$ cat src/rtl/core/keyed_context_store_lru_macros.svh
// assertion macros for the keyed context store
// each use names its own label; the enclosing module provides clk and rst_n
`ifndef KEYED_CONTEXT_STORE_LRU_MACROS_SVH
`define KEYED_CONTEXT_STORE_LRU_MACROS_SVH
`ifndef SYNTHESIS
`define KCS_ASSERT_IMP(lbl, ante, cons) \
  lbl: assert property (@(posedge clk) disable iff (!rst_n) (ante) |-> (cons)) \
    else $error("kcs assertion failed");
`define KCS_ASSERT_NXT(lbl, ante, cons) \
  lbl: assert property (@(posedge clk) disable iff (!rst_n) (ante) |=> (cons)) \
    else $error("kcs assertion failed");
`else
`define KCS_ASSERT_IMP(lbl, ante, cons)
`define KCS_ASSERT_NXT(lbl, ante, cons)
`endif
`endif

$ cat src/rtl/core/kcs_pkg.sv
`timescale 1ns / 1ps
package kcs_pkg;

  localparam int OP_W      = 3;
  localparam int KEY_W     = 32;
  localparam int PAY_W     = 32;
  localparam int STAMP_W   = 64;
  localparam int CNT_OUT_W = 6;
  localparam int LIMIT_W   = 6;

  localparam logic [LIMIT_W-1:0] LIMIT_RST = 6'd4;

  // operation codes
  localparam logic [OP_W-1:0] OP_PUSH    = 3'd0;
  localparam logic [OP_W-1:0] OP_POP     = 3'd1;
  localparam logic [OP_W-1:0] OP_PEEK    = 3'd2;
  localparam logic [OP_W-1:0] OP_GET_ALL = 3'd3;
  localparam logic [OP_W-1:0] OP_CLEAR   = 3'd4;

  // selection rule of the scan unit
  typedef enum logic [1:0] {
    SCAN_OLDEST,
    SCAN_NEWEST,
    SCAN_LRU,
    SCAN_NEXT
  } scan_mode_t;

  typedef enum logic [2:0] {
    ST_WIPE,
    ST_IDLE,
    ST_SCAN,
    ST_SETTLE,
    ST_EVAL,
    ST_WRITE,
    ST_EMIT
  } state_t;

  // one table row as read back from the store
  typedef struct packed {
    logic               vld;
    logic [KEY_W-1:0]   key;
    logic [PAY_W-1:0]   pay;
    logic [STAMP_W-1:0] acc;
    logic [STAMP_W-1:0] ins;
  } row_t;

  // sequencer to scan unit
  typedef struct packed {
    logic               start;
    scan_mode_t         mode;
    logic [KEY_W-1:0]   key;
    logic               have_prev;
    logic [STAMP_W-1:0] prev;
  } scan_ctl_t;

  // scan unit to sequencer
  typedef struct packed {
    logic               found;
    logic [PAY_W-1:0]   pay;
    logic [STAMP_W-1:0] ins;
    logic               free_found;
  } scan_res_t;

endpackage

$ cat src/rtl/core/kcs_scan.sv
`timescale 1ns / 1ps
module kcs_scan import kcs_pkg::*; #(
  parameter int IDX_W = 5,
  parameter int CNT_W = 6
) (
  input  logic             clk,
  input  logic             rst_n,
  input  scan_ctl_t        ctl,
  input  logic             row_vld,
  input  row_t             row,
  input  logic [IDX_W-1:0] row_idx,
  output scan_res_t        res,
  output logic [IDX_W-1:0] best_idx,
  output logic [IDX_W-1:0] free_idx,
  output logic [CNT_W-1:0] elig_cnt
);

  logic               found_r;
  logic               free_found_r;
  logic [CNT_W-1:0]   cnt_r;
  logic [IDX_W-1:0]   best_idx_r;
  logic [IDX_W-1:0]   free_idx_r;
  logic [PAY_W-1:0]   best_pay_r;
  logic [STAMP_W-1:0] best_ins_r;
  logic [STAMP_W-1:0] best_acc_r;

  logic match;
  logic ins_lt;
  logic elig;
  logic better;
  logic take;

  always_comb begin
    match  = row.vld && (row.key == ctl.key);
    ins_lt = row.ins < best_ins_r;
    unique case (ctl.mode)
      SCAN_OLDEST: begin
        elig   = match;
        better = ins_lt;
      end
      SCAN_NEWEST: begin
        elig   = match;
        better = row.ins > best_ins_r;
      end
      SCAN_LRU: begin
        // ties on access stamp go to the earlier insertion
        elig   = row.vld;
        better = (row.acc < best_acc_r) || ((row.acc == best_acc_r) && ins_lt);
      end
      SCAN_NEXT: begin
        elig   = match && (!ctl.have_prev || (row.ins > ctl.prev));
        better = ins_lt;
      end
    endcase
    take = row_vld && elig && (!found_r || better);
  end

  always_ff @(posedge clk) begin
    if (!rst_n || ctl.start) begin
      found_r      <= 1'b0;
      free_found_r <= 1'b0;
      cnt_r        <= '0;
    end else if (row_vld) begin
      if (take) begin
        found_r <= 1'b1;
      end
      if (elig) begin
        cnt_r <= cnt_r + 1'b1;
      end
      if (!row.vld) begin
        free_found_r <= 1'b1;
      end
    end
  end

  always_ff @(posedge clk) begin
    if (take) begin
      best_idx_r <= row_idx;
      best_pay_r <= row.pay;
      best_ins_r <= row.ins;
      best_acc_r <= row.acc;
    end
    if (row_vld && !row.vld && !free_found_r) begin
      free_idx_r <= row_idx;
    end
  end

  assign res      = '{found: found_r, pay: best_pay_r, ins: best_ins_r, free_found: free_found_r};
  assign best_idx = best_idx_r;
  assign free_idx = free_idx_r;
  assign elig_cnt = cnt_r;

endmodule
$ cat config.mk
export PLATFORM = sky130hd
export DESIGN_NAME = kcs_scan
export DESIGN_NICKNAME = d
export VERILOG_FILES = /design/src/rtl/core/keyed_context_store_lru_macros.svh /design/src/rtl/core/kcs_pkg.sv /design/src/rtl/core/kcs_scan.sv
export SDC_FILE = /design/constraint.sdc
export NUM_CORES = 1
export LEC_CHECK = 0
export BUFFER_PORTS_ARGS = -buffer_cell sky130_fd_sc_hd__buf_2
export CORE_MARGIN = 3
export CORE_UTILIZATION = 45
export DETAILED_ROUTE_END_ITERATION = 10
export PLACE_DENSITY_LB_ADDON = 0.15
export SYNTH_ARGS = -nofsm -noshare
export SYNTH_HDL_FRONTEND = slang
export SYNTH_SLANG_ARGS = --single-unit
$ cat constraint.sdc
create_clock -name clk -period 17.17 [get_ports clk]
set_input_delay 2.5755 -clock clk [delete_from_list [all_inputs] [get_ports clk]]
set_output_delay 2.5755 -clock clk [all_outputs]
set_load 0.05 [all_outputs]
# --- Word-level counts from Yosys, hierarchy flattened ---
# Cells that the tools add are included.
word_totals:
  register_bits: 178
  inputBits: 301
  output_inout_bits: 114
  wordCells: 43
classes:
  addsub: 1
  magnitude_cmp: 4
  n_eq_ne: 5
  muxes: 2
  bitwise_logic: 1
  n_reduce_logical: 22
op_table:
  columns: ["cell", "n"]
  rows:
  - ["$gt 64x64->1", 2]
  - ["$lt 64x64->1", 2]
  - ["$eq 64x64->1", 1]
  - ["$eq 32x32->1", 1]
  - ["$logic_and 1x1->1", 7]
  - ["$add 6x1->6 const B", 1]
  - ["$pmux 1 s3", 2]
  - ["$reduce_and 2->1", 3]
  - ["$logic_not 1->1", 5]
  - ["$eq 2x2->1 const B", 2]
  - ["$logic_or 1x1->1", 4]
  - ["$reduce_or 2->1", 2]
  - ["$eq 2x1->1 const B", 1]
  - ["$logic_not 2->1", 1]
  - ["$not 1->1", 1]

# --- Longest topological paths before layout ---
# Gate-level depths: netlist of run 1.
depth:
  word_depth: 7
  mapped_depth: 10
  depth_no_buf: 10

# --- Least setup slack after synthesis of run 1 ---
# Ideal clock, no wire load.
synth_timing:
  path_kind: "input to register"
  from: "input port row[38] (netlist bit)"
  to: "register best_acc_r[0] (enable)"
  setup_time_ns: 0.788
  arrival_ns: 12.782
  required_time_ns: 16.382
  path_slack_ns: 3.600
  path_stages: 7
  n_path_buf: 0
  path_cell_list: "ha_1 > nand4_1 > or4_1 > nor2_1 > o31ai_1 > a21o_1 > a31oi_1"
synth_between:
  elab_chain_len: 6
  elab_cells_between_ends: 12
  classes_between: "order compare: 3; mux: 2; reduce/logical: 7"
synth_rtl:
  columns: ["item", "line", "rtl"]
  rows:
  - ["start: declaration", "kcs_scan.sv:10", "input row_t row,"]
  - ["$gt 64x64->1 or $lt 64x64->1 (tied branches)", "kcs_scan.sv:51, kcs_scan.sv:35", null]
  - ["$logic_or 1x1->1 or $logic_and 1x1->1 (tied branches)", "kcs_scan.sv:51, kcs_scan.sv:48", null]
  - ["$logic_and 1x1->1 or $logic_or 1x1->1 (tied branches)", "kcs_scan.sv:51, kcs_scan.sv:48", null]
  - ["$pmux 1 s3", "kcs_scan.sv:36", "unique case (ctl.mode)"]
  - ["$logic_and 1x1->1 or $logic_or 1x1->1 (tied branches)", "kcs_scan.sv:55", "take = row_vld && elig && (!found_r || better);"]
  - ["$logic_and 1x1->1 *", "kcs_scan.sv:55", null]
  - ["named net take", "kcs_scan.sv:31", "logic take;"]
  - ["end signal: assignment", "kcs_scan.sv:81", "best_acc_r <= row.acc;"]
  - ["end: declaration", "kcs_scan.sv:25", "logic [STAMP_W-1:0] best_acc_r;"]
# Mark *: on every way through the listed nets, which the timed path passes. The rest lies on a longest branch.
# A chain may end at the register's enable or synchronous reset.

# --- Worst setup path in the final report of run 1 ---
layout_timing:
  from: "input port ctl[61] (netlist bit)"
  to: "register best_ins_r[40] (enable)"
layout_between:
  elab_chain_len: 6
layout_rtl:
  columns: ["item", "line", "rtl"]
  rows:
  - ["start: declaration", "kcs_scan.sv:8", "input scan_ctl_t ctl,"]
  - ["$gt 64x64->1", "kcs_scan.sv:51", "elig = match && (!ctl.have_prev || (row.ins > ctl.prev));"]
  - ["$logic_or 1x1->1", "kcs_scan.sv:51", null]
  - ["$logic_and 1x1->1", "kcs_scan.sv:51", null]
  - ["$pmux 1 s3", "kcs_scan.sv:36", null]
  - ["$logic_and 1x1->1 (2 in series)", "kcs_scan.sv:55", null]
  - ["named net take", "kcs_scan.sv:31", null]
  - ["end signal: assignment", "kcs_scan.sv:80", "best_ins_r <= row.ins;"]
  - ["end: declaration", "kcs_scan.sv:24", "logic [STAMP_W-1:0] best_ins_r;"]
# The timed path passes the listed nets, and every way through them passes these cells.

==> results by group, run 1 <==
Timing
  • Clock skew: 0.0190 ns
  • Fin crit period: 5.67 ns
  • Slew @ Worst Pin: 1.18 ns
  • RSZ-0062 raised after global routing: no
  • Final hold vios: 0
  • Final period util: 33.0%
  • TNS Setup: 0 ns
  • Final Setup Violations: 0
  • Hold Slack: 0.482 ns
  • Fmax: 176 MHz
  • Max Slew Vio Count: 0
  • Rel. slew slack: 21.6%

Global routing
  • Vias in the first global route: 8794
  • GRT overflow: 0
  • Total GRT Usage: 23.1%
  • First-pass GRT wire length: 46.7 mm
  • Pin count of the biggest net entering global routing: 86
  • Initial antenna violation count: 3

Detailed routing
  • DRC viols: 0
  • ANT nets after route: 0
  • DRT Wirelength: 30.3 mm
  • Avg WL per Cell: 17.6 um
  • Vias: 8711
  • Initial DRC count: 354
  • TritonRoute pass-1 iters: 5
  • Mean number of vias per cell: 5.04

Floorplanning
  • Core area: 0.0235 mm2
  • Row count: 56
  • Die width: 161 um
  • Die height: 161 um
  • Die area: 0.0260 mm2
  • Initial core utilization: 46.1%
  • Ports: 415

Yosys
  • Largest area contributor in the netlist: edfxtp_1
  • Dominant synthesized flop cell: edfxtp_1
  • Simple-gate area share of the yosys netlist: 9.14%
  • Asr flop ratio synth: 0%
  • Area contributors post-synth: edfxtp_1, ha_1, inv_1, a21oi_1, nand4_1
  • Post-Syn Nets: 1462
  • Mux cell area share after synthesis: 0.473%
  • Syn Std Cell Area: 0.0108 mm2
  • Syn avg cell area: 11.2 um2
  • Main combinational cell family by area after synthesis: adder cells
  • Number of synthesized register bits: 178
  • XOR/XNOR Fraction of Synth Area: 2.42%
  • Adder-cell area share of the yosys netlist: 22.6%
  • Share of the synthesized area in the top cell type: 47.1%
  • Synth warnings: 0
  • Yosys cell types: 55
  • Part of the Yosys area used for sequential elements: 48.6%
  • Synth Area in Compound Gates: 9.52%
  • Synth Instances: 965
  • EDFF count, synth: 170

Finish
  • Most frequent cells in the layout: buf_2, inv_1, ha_1
  • Fillers: 2072
  • Design area: 0.0139 mm2
  • Layout cells sized above 1: 32.6%
  • Area Growth Syn to Fin: 28.1%
  • Final Util: 59.0%
  • Most common cell after layout, fill and taps aside: buf_2
  • Nets: 1894
  • # diodes: 0

Worst setup path
  • Crit path max-delay family: simple AND/OR/NAND/NOR gates
  • CP endpoint kind: flop
  • Worst r2r dst: best_ins_r[40]
  • R2r worst-path depth: 11
  • CP Depth: 11
  • Reg2reg start: best_ins_r[1]
  • R2R Setup Slk: 13.38 ns
  • Max FO, Critical Path: 85
  • Startpoint Class: primary input
  • Worst path slowest cell: buf_4
  • Worst Path Required: 17.21 ns
  • Setup Crit Path Kind: in2reg
  • Arr. time, crit path: 5.71 ns
  • Critical path capture point: best_ins_r[40]
  • CP peak stage delay: 0.88 ns
  • Worst setup path startpoint: ctl[61]
  • Crit-path cells: buf_2 -> inv_1 -> ha_1 -> nand4_1 -> nor4_1 -> and2_1 -> a31o_1 -> o21a_2 -> nor2_2 -> a31oi_4 -> buf_4
  • Worst Path Buf+Inv: 3

Power
  • P per Cell Area: 73.8 mW/mm2
  • Leak Pwr: 6.91 nW
  • Peak supply drop: 0.0454 mV
  • Total power: 1.03 mW

Clocking
  • CTS tree: yes
  • Post_cts resized: 0
  • Insertion delay to the later sink of the worst-skew pair: 0.43 ns
  • TritonCTS Buffers: 17
  • CTS sink count: 178
  • CTS Buffer Depth: 2
  • CTS Root Cell: clkbuf_16
  • Clock-pin slew on the worst setup and hold paths: 0.07 ns
  • Setup Buffers After CTS: 0
  • CTS H-tree lvls: 4
  • Cts hold-fix bufs: 0

Job
  • Max_cap viols: 0

Hold path
  • Hold WC Path Type: reg2reg
  • Worst Hold Path Cells: 2

Placed design
  • PortBufs: 414
  • Placed cell areas: 0.0133 mm2
  • DPL Wire Length: 25.2 mm
  • Placer Congestion: 0.873

Outcome
  • Status: finished, final reports clean
sequential cells by signal (all words and copies together), names as in the netlist:
signal,cells
best_pay_r,32
found_r,1
free_found_r,1
best_idx,5
best_ins_r,64
elig_cnt,6
best_acc_r,64
free_idx,5
worst min-delay path: cells and delay by family (launching register included):
| family | cells | cell delay, ns |
|---|---|---|
| flops | 1 | 0.32 |
| simple gates | 1 | 0.07 |
| compound gates | 1 | 0.04 |
cells in the mapped netlist (11+ instances only):
| library cell | number |
|---|---|
| inv_1 | 205 |
| xor2_1 | 24 |
| a211oi_1 | 11 |
| ha_1 | 196 |
| a21oi_1 | 69 |
| nor2_1 | 20 |
| nand4_1 | 40 |
| a21o_1 | 15 |
| edfxtp_1 | 170 |
| nand3_1 | 32 |
| nand2_1 | 39 |
| nor3_1 | 11 |
| o21ai_0 | 24 |
worst min path at each step:
stage | slack (ns) | startpoint | to
finish | 0.48 | elig_cnt[5] | elig_cnt[5]
global route | 0.51 | elig_cnt[5] | elig_cnt[5]
CTS | 0.49 | elig_cnt[5] | elig_cnt[5]
detailed placement | 0.48 | elig_cnt[5] | elig_cnt[5]
global placement | 0.46 | elig_cnt[5] | elig_cnt[5]
floorplan | 0.45 | found_r | found_r
where the power goes:
group / switching (mW) / internal, mW / total (mW)
Combinational: 0.0901 / 0.0659 / 0.156
Clock: 0.189 / 0.193 / 0.382
Sequential: 0.00276 / 0.485 / 0.487
cells by family after synthesis:
kind of cell	Yosys count
flops	178
xor+xnor	30
compound gates	165
mux	5
fa+ha+maj	196
buf+inv	208
simple gates	183
cell type report:
type                            count  area [um2]  share of cell area, %
Sequential cell                   178        5270                   37.9
Multi-Input combinational cell    579        4800                   34.6
Timing Repair Buffer              416        2090                   15.0
Inverter                          205         769                   5.54
Clock buffer                       18         429                   3.09
Tap cell                          319         399                   2.87
Clock inverter                     14         138                  0.991
per-layer routing:
layer | track usage (%) | up-vias | share of wire (%)
met5 | 0 | - | 0.089
met4 | 6.92 | 6 | 2.2
met3 | 5.05 | 45 | 6.4
met2 | 43.2 | 314 | 52
met1 | 26.4 | 3996 | 39
li1 | - | 4350 | -
metrics by stage:
step	std cells	worst slack (ns)
floorplan	965	3.60
global placement	1697	11.03
detailed placement	1697	11.03
CTS	1729	11.50
global route	1729	11.24
finish	1729	11.50
(Power assumes the default switching activity.)
==> run 2: changes to the inputs <==
clock period = 4.87 ns   (was 17.17 ns; I/O delays follow)
==> results by group, run 2 (synthesis results as in run 1) <==
Job
  • Max_cap viols: 0

Worst setup path
  • Worst Path Buf+Inv: 2
  • CP peak stage delay: 0.66 ns
  • Arr. time, crit path: 3.46 ns
  • Worst path slowest cell: nor4_1
  • R2R Setup Slk: 1.62 ns
  • Crit path max-delay family: simple AND/OR/NAND/NOR gates
  • Max FO, Critical Path: 80
  • CP endpoint kind: flop
  • Crit-path cells: buf_2 -> ha_1 -> nand4_1 -> nor4_1 -> nand2_1 -> o211ai_1 -> a31o_1 -> o21a_2 -> nor2_2 -> a31oi_4 -> buf_12
  • Setup Crit Path Kind: in2reg
  • Worst Path Required: 4.94 ns
  • Startpoint Class: primary input

Placed design
  • Placer Congestion: 0.897
  • Post-Place Worst Slack: 1.03 ns
  • Placed cell areas: 0.0134 mm2
  • PortBufs: 414
  • DPL Wire Length: 24.9 mm

Timing
  • Max Slew Vio Count: 0
  • RSZ-0062 raised after global routing: no
  • Final period util: 69.6%
  • Rel. slew slack: 49.9%
  • Final hold vios: 0
  • Fin crit period: 3.39 ns
  • Final WS setup: 1.48 ns
  • Fmax: 295 MHz
  • Slew @ Worst Pin: 0.750 ns
  • Final Setup Violations: 0
  • Clock skew: 0.0148 ns

Clocking
  • CTS H-tree lvls: 4
  • TritonCTS Buffers: 17
  • Insertion delay to the later sink of the worst-skew pair: 0.43 ns
  • Setup Buffers After CTS: 0
  • CTS tree: yes
  • Cts hold-fix bufs: 0
  • CTS Root Cell: clkbuf_16
  • CTS Buffer Depth: 2
  • Post_cts resized: 0
  • CTS sink count: 178
  • Clock-pin slew on the worst setup and hold paths: 0.08 ns

Power
  • Switching share of power: 27.6%
  • P per Cell Area: 260 mW/mm2
  • Reg power frac: 47.4%
  • Net switching power: 0.997 mW
  • Leak Pwr: 6.91 nW
  • Clock Power Share: 37.5%
  • Peak supply drop: 0.185 mV
  • Comb power frac: 15.1%
  • Int Pwr: 2.62 mW

Finish
  • Area Growth Syn to Fin: 28.4%
  • Most common cell after layout, fill and taps aside: buf_2
  • Fillers: 2110
  • Layout cells sized above 1: 32.7%
  • Biggest regs: best_acc_r x64, best_ins_r x64, best_pay_r x32
  • Nets: 1894
  • Reg area: 0.00527 mm2
  • Multi-input logic area: 0.00480 mm2
  • Design area: 0.0139 mm2
  • Most frequent cells in the layout: buf_2, inv_1, ha_1

Global routing
  • GRT overflow: 0
  • First-pass GRT wire length: 46.1 mm
  • Pin count of the biggest net entering global routing: 86
  • Total GRT Usage: 22.7%
  • Vias in the first global route: 8866
  • Initial antenna violation count: 4

Detailed routing
  • Initial DRC count: 365
  • Vias: 8646
  • Mean number of vias per cell: 5.00
  • Routed wire length on met2: 14.9 mm
  • ANT nets after route: 0
  • Met3 Wirelength: 2.10 mm
  • DRT Wirelength: 29.5 mm
  • Met1 Wirelength: 11.9 mm
  • Avg WL per Cell: 17.1 um
  • Top layer in use: met5
  • TritonRoute pass-1 iters: 5
  • DRC viols: 0

Floorplanning
  • Initial core utilization: 46.1%
  • Die height: 161 um
  • Die area: 0.0260 mm2
  • Core area: 0.0235 mm2
  • Die width: 161 um
  • Row count: 56
  • Ports: 415

Outcome
  • Status: finished, final reports clean

Hold path
  • Hold WC Path Type: in2reg
## run 2: worst paths after layout
| path | from | end | cells past startpoint |
|---|---|---|---|
| setup / recovery | row[63] | best_pay_r[18] | 11 |
| hold / removal | row[147] | best_pay_r[19] | 1 |
| setup reg to reg | best_ins_r[1] | best_pay_r[18] | 11 |
| hold reg to reg | elig_cnt[5] | elig_cnt[5] | 2 |
## run 2: power by group through the flow
stage,combinational [mW],clock (mW),sequential [mW]
after floorplan,0.244,0,1.81
after global placement,0.538,0,1.75
after detailed placement,0.550,0,1.75
after CTS,0.553,1.39,1.72
after global routing,0.622,1.44,1.72
final,0.546,1.36,1.72
## run 2: worst register-to-register path, cell delays in order (launching register included)
cell and delay [ns]:
edfxtp_1 0.38, inv_1 0.07, ha_1 0.22, nor2b_1 0.13, o211ai_1 0.16, a21oi_1 0.09, o31a_1 0.24, o21a_1 0.16
o31ai_1 0.46, nand3_1 0.21, a31oi_4 0.29, buf_12 0.40
## run 2: per-stage QoR
step | TNS (ns) | cells | utilization [%] | power, mW | hold slack, ns
floorplan | -110.63 | 965 | - | 2.06 | 0.447
global placement | 0 | 1697 | 56.7 | 2.29 | 0.468
detailed placement | 0 | 1697 | 56.7 | 2.30 | 0.475
CTS | 0 | 1728 | 59.1 | 3.66 | 0.447
global route | 0 | 1729 | 59.2 | 3.79 | 0.444
finish | 0 | 1729 | 59.2 | 3.62 | 0.468
## run 2: layout make-up
type | count | area share, %
antenna | 1 | 0.0180
clock buffer | 17 | 3.05
clock inverter | 14 | 1.06
inverter | 205 | 5.53
multi-input combinational | 579 | 34.5
sequential | 178 | 37.8
tap | 319 | 2.87
timing repair buffer | 416 | 15.2
## run 2: routing by layer
metal | vias up | track usage, %
met4 | 6 | 6.69
met3 | 42 | 6.23
met1 | 3968 | 26.6
met2 | 276 | 40.7
met5 | - | 0
li1 | 4354 | -
